--- config.mk ---
export PLATFORM = sky130hd
export DESIGN_NAME = bpa_ram
export DESIGN_NICKNAME = d
export VERILOG_FILES = /design/src/hw/rtl/bpa_ram.sv
export SDC_FILE = /design/constraint.sdc
export NUM_CORES = 2
export LEC_CHECK = 0
export BUFFER_PORTS_ARGS = -buffer_cell sky130_fd_sc_hd__buf_2
export CAP_MARGIN = 20
export CORE_ASPECT_RATIO = 1.5
export CORE_MARGIN = 5
export CORE_UTILIZATION = 50
export CTS_BUF_LIST = sky130_fd_sc_hd__clkbuf_2
export CTS_CLUSTER_DIAMETER = 60
export DETAILED_ROUTE_END_ITERATION = 8
export PLACE_DENSITY = 0.65
export SYNTH_ARGS = -nofsm -noshare
export SYNTH_HDL_FRONTEND = slang
export SYNTH_SLANG_ARGS = --single-unit
--- constraint.sdc ---
create_clock -name clk -period 5.64 [get_ports clk]
set_input_delay 0 -clock clk [delete_from_list [all_inputs] [get_ports clk]]
set_output_delay 0 -clock clk [all_outputs]
set_load 0.01 [all_outputs]
--- src/hw/rtl/bpa_ram.sv ---
// generic simple dual port ram with registered read
`timescale 1ns / 1ps
module bpa_ram #(
  parameter int WIDTH = 8,
  parameter int DEPTH = 256
) (
  input  logic                     clk,
  input  logic                     we,
  input  logic [$clog2(DEPTH)-1:0] waddr,
  input  logic [WIDTH-1:0]         wdata,
  input  logic [$clog2(DEPTH)-1:0] raddr,
  output logic [WIDTH-1:0]         rdata
);

  logic [WIDTH-1:0] mem [DEPTH];

  // write port and registered read port
  always_ff @(posedge clk) begin
    if (we) begin
      mem[waddr] <= wdata;
    end
    rdata <= mem[raddr];
  end

endmodule

# Yosys cells after proc, flatten, opt, wreduce, memory -nomap -nowiden
# Memories as Yosys holds them, arrays and structs flattened. A register that Yosys moved wholly into a read port is not among the register bits.
# Index checks and enable logic that the tools add are counted.
[totals]
regBits = 0
ramBits = 2048
out_inout_bits = 8
inputBits = 26
memories = 1
word_cells = 3
[op_classes]
mux = 2
[mem_list]
columns = ["memory", "depth", "word_bits", "read_ports", "rd_clocked_by_memory_dff", "wr", "line", "rtl"]
rows = [
  ["mem", 256, 8, 1, 1, 1, "15", "logic [WIDTH-1:0] mem [DEPTH];"],
]
[ops]
columns = ["cell", "n"]
rows = [
  ["1-bit 2-to-1 mux", 2],
]

# Logic depth before layout (Yosys ltp)
[logic_depth]
ltp_word = 2
mapped_depth = 11
ltp_nobuf = 6

# Worst setup path after synthesis
# OpenSTA, ideal clock, no wires.
[synth_timing]
path_type = "input-to-reg"
start = "input raddr[0]"
end = "register rdata[2], read port of mem"
t_required_ns = 5.509
arrival_ns = 1.807
n_path_buf = 4
path_slack_ns = 3.702
setup_ns = 0.131
cell_stages = 9
cell_sequence = "buf_6 > buf_12 > buf_8 > buf_2 > mux4_2 > a22oi_1 > a21oi_1 > nor4_1 > nor4_2"
[synth_rtl]
columns = ["item", "line", "rtl"]
rows = [
  ["from (decl)", "11", "input logic [$clog2(DEPTH)-1:0] raddr,"],
  ["to (decl)", "12", "output logic [WIDTH-1:0] rdata"],
]

==> flow_summary.ini <==
[sta]
fin_hold_ws_ns = 0.281
setup_viol = 0
rsz0062_at_grt = no
fin_setup_tns_ns = 0
fin_skew_ns = 0.146
min_period_ns = 4.64
worstMarginPinSlew_ns = 1.22
hold_viol = 0
relSlewSlack = 0.180
maxSlewViolCount = 0
fmax_mhz = 215
fin_crit_sh = 0.823

[grt]
grt_pass1_vias = 42500
grt_pass1_wl_mm = 294
antenna_found_initial = 15
grt_start_max_net_pins = 190
overflow = 0
grt.total_usage = 0.242

[worst_setup_path]
critPathSlowestCell = dlygate4sd3_1
cp.required_ns = 7.30
end_kind = flip-flop
slowest_delay_ns = 0.69
start_kind = flip-flop
worst-path-max-fanout = 1
path_cells = mux4_2 > dlygate4sd3_1 > a211oi_1 > dlygate4sd3_1 > nor2_1 > dlygate4sd3_1 > nor4_1 > dlygate4sd3_1 > nor4_2 > dlygate4sd3_1
cp.arrival_ns = 6.31
critPathMostFrequentCell = dlygate4sd3_1
crit_type = flip-flop to flip-flop

[layout]
seqCellArea_mm2 = 0.0617
syn2layout_area_growth_pct = 9.36
drive_gt1_frac = 0.288
multi_input_comb_area_mm2 = 0.0165
n_fill_cell = 12100
utilization = 0.549
fin_nets = 4218

[routing]
via_per_inst = 6.19
dr.pass1.iters = 6
drt-initial-drc-count = 4322
post_drt_wl_per_cell_um = 30.7
drc = 0
routed_wl_mm = 203
ant_nets = 0
route.vias.total = 40800

[placement]
io_buffer_count = 33
dp_hpwl_mm = 123
gp_congestion = 0.870

[clocking]
cts_tree = yes
htreeDepth = 5
cts-resized-gates = 0
holdBufCountCts = 108
cts.clk_slew.worst_paths_ns = 0.12
root_buffer = clkbuf_2
cts.sinks = 2056
clkLatencyLatePin_ns = 1.81
cts_made_buffers = 448
cts_buffer_depth = 4
cts_setup_buffers = 0

[synthesis]
synth_cells = 3733
synth_seq_cells = 2056
synth_area_mm2 = 0.0796
yosysSeqAreaShare = 0.775
synthArstFlopShare = 0
avgSynthCellArea_um2 = 21.3
ys_warn_count = 0
syn-num-nets = 3759
synthDistinctLibCells = 55
synth_edf_count = 2048
synth_ff_type = edfxtp_1

[power_and_ir_drop]
irDropWorstVdd_mv = 0.215
p_leak_nw = 27.5
powerDensity_mw_per_mm2 = 311

[floorplan]
start_util = 0.502
rows = 179
die_x_um = 336
pin_count = 34
die-area_mm2 = 0.167
coreArea_mm2 = 0.158
die_height_um = 499

[worst_hold_path]
min_path_type = primary input to flip-flop

[run_status]
status = complete, no violations

[run]
cap_violations = 0
Yosys cell counts (all sizes together) (12+ instances only):
master / number / area, µm²
a21oi: 96 / 480
a221oi: 14 / 129
nor4: 27 / 188
mux2i: 134 / 1340
o221ai: 47 / 418
edfxtp: 2048 / 61500
mux4: 456 / 10300
nand2: 33 / 124
nor2b: 31 / 194
a211oi: 16 / 120
nand3: 34 / 170
nor2: 282 / 1060
a22oi: 133 / 998
clkbuf: 111 / 417
buf: 122 / 1030
o22ai: 28 / 175
o21ai: 12 / 60.1
nor3: 22 / 110
stage by stage:
step	worst slack, ns	power (mW)	instance area [µm²]	instances
after floorplan	3.70	18.0	79600	3733
after global placement	1.25	18.7	81900	5708
after detailed placement	1.90	18.7	82000	5715
after CTS	0.944	27.3	87000	6583
after global routing	0.773	28.2	87000	6589
final	0.996	27.1	87000	6599
layout by cell type (no fill, tap or decap), drive strengths merged, types with 6 or more instances in the layout:
master / count
clkbuf: 651
nor4: 27
dfxtp: 8
o221ai: 47
nor2: 282
o211ai: 10
o22ai: 28
nand2: 33
and2: 6
a22o: 8
nor3: 22
edfxtp: 2048
a22oi: 133
nand3: 34
buf: 138
dlygate4sd3: 100
nor2b: 31
mux4: 456
nand2b: 8
a211oi: 16
mux2i: 134
a221oi: 14
a21oi: 96
o21ai: 12
nand4: 10
clkinv: 104
diode: 16
per-layer routing:
metal  global-route usage  up-vias  share of wire
met3               0.0553      445          0.080
met2                0.406     2117           0.51
met1                0.304    21400           0.36
met5                    0        -        0.00017
met4                0.110        6          0.049
li1                     -    16900              -
power by group:
part / switching (mW) / internal (mW)
Combinational: 1.03 / 0.571
Clock: 5.50 / 3.14
Sequential: 0.0313 / 16.8
sequential cells by signal (all words and copies together) (netlist names):
| register | count |
|---|---|
| rdata | 8 |
| mem | 2048 |
worst paths after layout:
| kind | depth (start not counted) | endpoint | startpoint | slack, ns |
|---|---|---|---|---|
| max reg2reg | 10 | rdata[0]$_DFF_P_ | mem[79][0]$_DFFE_PP_ | 1.0 |
| min | 4 | mem[214][6]$_DFFE_PP_ | waddr[7] | 0.28 |
| min reg2reg | 5 | rdata[4]$_DFF_P_ | mem[198][4]$_DFFE_PP_ | 1.25 |
| max | 10 | rdata[0]$_DFF_P_ | mem[79][0]$_DFFE_PP_ | 1.0 |
critical path: cells and delay by family, from the launching register on:
family,cells,cell delay [ns]
AO/OA/AOI/OAI,1,0.39
flip-flops,1,0.37
AND/OR/NAND/NOR,3,0.34
buffers and inverters,5,3.01
multiplexers,1,0.46
layout make-up:
cell class / instances / share of cell area
inverters: 2 / 0.0000863
repair buffers: 242 / 0.0278
clock inverters: 113 / 0.00600
well taps: 2081 / 0.0299
clock buffers: 647 / 0.0372
flip-flops and latches: 2056 / 0.709
diodes: 16 / 0.000460
multi-input cells: 1442 / 0.190
logic make-up after synthesis:
family	after synthesis	synth area share
AOI/OAI and AO/OA	385	0.0342
buffers and inverters	235	0.0183
DFF	2056	0.775
muxes	591	0.146
and+or+nand+nor	466	0.0263
(Power assumes the default switching activity.)
